File: src/rtl/swmt_pkg.sv
package swmt_pkg;

    localparam int KEY_W   = 64;
    localparam int COUNT_W = 7;
    localparam int CFG_W   = 7;

    typedef struct packed {
        logic [KEY_W-1:0] word_key;
        logic             new_set;
    } t_in_word;

    typedef struct packed {
        logic [KEY_W-1:0]   mode_key;
        logic [COUNT_W-1:0] mode_count;
    } t_out_word;

    // one-cycle commands broadcast to every cell
    typedef struct packed {
        logic clear;
        logic evict;
        logic lookup;
        logic count;
    } t_cell_ctrl;

endpackage

File: src/rtl/swmt_cell.sv
module swmt_cell #(
    parameter int KEY_BITS = 64,
    parameter int CNT_W    = 7
) (
    input  logic                i_clk,
    input  logic                i_rst_n,
    input  swmt_pkg::t_cell_ctrl i_ctrl,
    input  logic [KEY_BITS-1:0] i_key,
    input  logic                i_any_hit,
    input  logic                i_hole,
    output logic                o_hole,
    output logic                o_hit,
    output logic                o_valid,
    output logic [KEY_BITS-1:0] o_key,
    output logic [CNT_W-1:0]    o_count
);
    import swmt_pkg::*;

    logic                r_valid;
    logic                r_hit;
    logic [KEY_BITS-1:0] r_key;
    logic [CNT_W-1:0]    r_count;
    logic                w_match;
    logic                w_alloc;
    logic                w_last;

    assign w_match = r_valid && (r_key == i_key);
    // first free cell of the chain takes a key that no cell holds
    assign w_alloc = !r_valid && !i_hole && !i_any_hit;
    assign w_last  = (r_count == CNT_W'(1));
    assign o_hole  = i_hole || !r_valid;

    always_ff @(posedge i_clk) begin
        if (!i_rst_n) begin
            r_valid <= 1'b0;
        end else if (i_ctrl.clear) begin
            r_valid <= 1'b0;
        end else if (i_ctrl.evict && w_match && w_last) begin
            r_valid <= 1'b0;
        end else if (i_ctrl.count && w_alloc) begin
            r_valid <= 1'b1;
        end
    end

    always_ff @(posedge i_clk) begin
        if (i_ctrl.lookup) begin
            r_hit <= w_match;
        end
        if (i_ctrl.evict && w_match) begin
            r_count <= r_count - CNT_W'(1);
        end else if (i_ctrl.count) begin
            if (i_any_hit && r_hit) begin
                r_count <= r_count + CNT_W'(1);
            end else if (w_alloc) begin
                r_key   <= i_key;
                r_count <= CNT_W'(1);
            end
        end
    end

    assign o_hit   = r_hit;
    assign o_valid = r_valid;
    assign o_key   = r_key;
    assign o_count = r_count;

endmodule

File: config.mk
export PLATFORM = sky130hd
export DESIGN_NAME = swmt_cell
export DESIGN_NICKNAME = d
export VERILOG_FILES = /design/src/rtl/swmt_pkg.sv /design/src/rtl/swmt_cell.sv
export SDC_FILE = /design/constraint.sdc
export NUM_CORES = 1
export LEC_CHECK = 0
export BUFFER_PORTS_ARGS = -buffer_cell sky130_fd_sc_hd__buf_2
export CAP_MARGIN = 0
export CORE_MARGIN = 2
export CORE_UTILIZATION = 35
export DETAILED_ROUTE_END_ITERATION = 8
export GPL_TIMING_DRIVEN = 0
export SLEW_MARGIN = 20
export SYNTH_ARGS = -nofsm -noshare
export SYNTH_HDL_FRONTEND = slang
export SYNTH_SLANG_ARGS = --single-unit
export TNS_END_PERCENT = 10
File: constraint.sdc
create_clock -name i_clk -period 2.42 [get_ports i_clk]
set_input_delay 0.121 -clock i_clk [delete_from_list [all_inputs] [get_ports i_clk]]
set_output_delay 0.121 -clock i_clk [all_outputs]
set_load 0.02 [all_outputs]
==> impl_metrics.json <==
{
  "run_status": "completed",
  "die_height_um": 102,
  "reg2reg_slack_ns": 0.07,
  "leakagePower_nw": 1.98,
  "rr_worst_depth": 7,
  "max-slew-margin-rel_pct": 67.3,
  "die_area_um2": 10300,
  "floorplan.die.width_um": 102,
  "critical_path.cell_chain": "dlygate4sd3_1 > buf_2 > xnor2_1 > nand4_1 > nor4_2 > nand4_1 > nor4_4 > buf_4 > mux2i_1",
  "fin_util_pct": 55.0,
  "area_growth_pct": 52.6,
  "yosys_register_bits": 73,
  "switching_share_pct": 25.5,
  "synth_top_family_by_area": "XOR/XNOR gates",
  "instances_no_fill": 587,
  "timing.critical_path.to": "o_count[4]$_DFFE_PP_",
  "syn-instance-count": 229,
  "design_power_total_w": 0.00270,
  "post-route-period-util_pct": 98.5,
  "report.final.hold_viol_count": 0,
  "maxSlewViolCount": 0,
  "viasPerCell": 4.49,
  "post_dp_cell_area_um2": 4240,
  "placedCellCount": 504,
  "synth-warning-count": 0,
  "timing.hold.ws_ns": 0.0258,
  "final_layout_size_suffix_gt1_share_pct": 37.3,
  "synth_fa_ha_area_share_pct": 1.13,
  "cts_made_buffers": 9,
  "core_area_um2": 9240,
  "seq_area_um2": 2180,
  "synth_seq_area_share_pct": 65.5,
  "syn_nets": 304,
  "yosysTopAreaCellShare_pct": 64.9,
  "ir_worst_vdd_uv": 288,
  "setup_violations": 0,
  "drcViolationCount": 0,
  "synth-compound-area-share_pct": 2.25,
  "startpoint_type": "input port",
  "yosys.area_share.xor_xnor_pct": 17.1,
  "postRouteAntennaNets": 0,
  "io-pin-count": 146,
  "cts_htree_levels": 3,
  "synth_simple_gate_area_share_pct": 11.0,
  "row_count": 35,
  "detail_route.iter0.violations": 53,
  "clk_path_buf_depth": 2,
  "clkTransAtPathRegs_ns": 0.08,
  "critPathSlowestCell": "dlygate4sd3_1",
  "critical_path.max_stage_delay_ns": 0.54,
  "multi_input_area_um2": 1120,
  "r2r-start": "o_key[19]$_DFFE_PP_",
  "rsz_0062_raised_after_global_routing": "true",
  "netSwitchingPower_w": 0.000687,
  "yosysUniqueCellTypes": 28,
  "num-nets-final": 528,
  "worst-endpoint-arrival_ns": 2.57,
  "critical_path.endpoint_type": "flip-flop",
  "mappedNetlistArea_um2": 3330,
  "critical-path-top-delay-family": "simple AND/OR/NAND/NOR gates",
  "initial_core_util_pct": 36.0,
  "cp.buffers_inverters": 3,
  "grt_pass1_wl_um": 12800,
  "seqPwrFrac_pct": 54.2,
  "design_area_um2": 5080,
  "timing_worst_slew_pin_value_ns": 0.486,
  "grt_util_all_layers_pct": 16.2,
  "min_period_ns": 2.38,
  "avg_inst_size_synth_um2": 14.5,
  "timing.critical_path.fanout_max": 7,
  "grt_antenna_before_repair": 0,
  "clk-insertion-delay-late_ns": 0.34,
  "worstSetupStartpoint": "i_key[19]",
  "firstDrtPassIters": 4,
  "maxCapViolations": 0,
  "place.gp.congestion": 0.740,
  "maximum_number_of_pins_on_one_net_before_global_route_repair": 44,
  "routed_wl_um": 8440,
  "reg2reg_to": "o_count[4]$_DFFE_PP_",
  "first_global_vias": 2685,
  "num_antenna_cells": 0,
  "num-fill-cells": 819,
  "layout_commonest_cell": "buf_2",
  "worstSetupPathDepth": 9,
  "cts_tree": "built",
  "yosys-top-cells-area": "edfxtp_1 65%, xnor2_1 13%, xor2_1 4.2%",
  "most-common-layout-cells": "145 x buf_2, 72 x edfxtp_1, 64 x dlygate4sd3_1",
  "ctsRootBufferMaster": "clkbuf_8",
  "comb_power_share_pct": 14.2,
  "synthMuxAreaShare_pct": 1.80,
  "timing.setup.critical_path_class": "input port to flip-flop",
  "finalClockSkew_ns": 0.00985,
  "clkSinkCount": 73,
  "fmax_ghz": 0.420,
  "overflow": 0,
  "p_clk_share_pct": 31.6,
  "worst_path_most_repeated_cell": "nand4_1",
  "hpwl_um": 5920,
  "min_delay_src": "i_key[23]",
  "power_per_cell_area_nw_per_um2": 531,
  "hold_class": "input port to flip-flop",
  "critical_path_required_ns": 2.60,
  "post-synth-top-area-cell": "edfxtp_1",
  "portBuffers": 145,
  "num_vias": 2637,
  "avgRoutedWirePerCell_um": 14.4,
  "p_int_w": 0.00201
}
==> per-stage QoR <==
step,TNS [ns],worst slack [ns]
4_1_cts,0,0.00679
6_report,0,0.0369
2_1_floorplan,-0.416,-0.0595
3_3_place_gp,-2.26,-0.323
5_1_grt,-0.841,-0.0957
3_5_place_dp,-3.62,-0.436
==> registers in the layout, indices dropped and copies added (netlist names) <==
name	cells
o_key	64
o_valid	1
o_hit	1
o_count	7
==> cells by family (layout without fill, tap and decap cells) <==
kind of cell    Yosys count  after routing
simple gates             61             61
fa+ha+maj                 3              3
buf+inv                  11            240
mux                       6              6
flops                    73             73
compound gates           10             10
xor+xnor                 65             65
==> routing by layer <==
layer / track usage [%] / up-vias / wire length [um]
li1: - / 1279 / -
met1: 18.8 / 1252 / 3520
met2: 28.7 / 96 / 4290
met3: 4.07 / 10 / 547
met4: 6.34 / 0 / 80
met5: 0 / - / 0
==> power groups by stage <==
stage,Sequential (W),Clock (W),Combinational [W]
3_5_place_dp,0.00149,0,0.000303
4_1_cts,0.00146,0.000885,0.000385
3_3_place_gp,0.00149,0,0.000292
6_report,0.00146,0.000854,0.000382
2_1_floorplan,0.00153,0,0.000112
5_1_grt,0.00147,0.000945,0.000414
==> timing repair <==
action / 4_1_cts / 5_1_grt
resized for setup: 2 / 0
hold buffers: 64 / 0
setup buffers: 2 / 1
pin swaps: 2 / 1
endpoints found under the setup margin: 14 / 14
gates cloned: 0 / 0
endpoints found under the hold margin: 64 / 0
==> synth_stat cells <==
library cell  count
and3_1            1
nand4_1          12
a31oi_1           1
xor2_1           16
xnor2_1          49
o21ai_0           4
nor4_1            4
a2111o_1          2
dfxtp_1           1
nand3_1           3
inv_1             9
nor4_4            1
nand2b_1         11
nor4_2            1
ha_1              3
o2111ai_1         2
nor2_1            6
or3_1             1
and2b_2           1
nor2b_4           1
clkbuf_1          2
mux2i_1           6
nand2_1           9
o221ai_1          1
nor2b_1           3
edfxtp_1         72
nor3_1            5
and2_1            2
==> worst min path at each step <==
stage,end,cells after the start
floorplan,o_key[0]$_DFFE_PP_,0
global placement,o_hit$_DFFE_PP_,1
detailed placement,o_key[43]$_DFFE_PP_,1
CTS,o_key[23]$_DFFE_PP_,1
global route,o_key[23]$_DFFE_PP_,1
finish,o_key[23]$_DFFE_PP_,1
==> final cells by class <==
type	instances	share of cell area, %
sequential	73	42.9
multi-input combinational	145	22.0
clock inverter	6	0.861
timing repair buffer	213	27.7
inverter	9	0.665
tap	129	3.17
clock buffer	10	2.51
buffer	2	0.148
No activity file was read; power rests on OpenSTA's default activity.
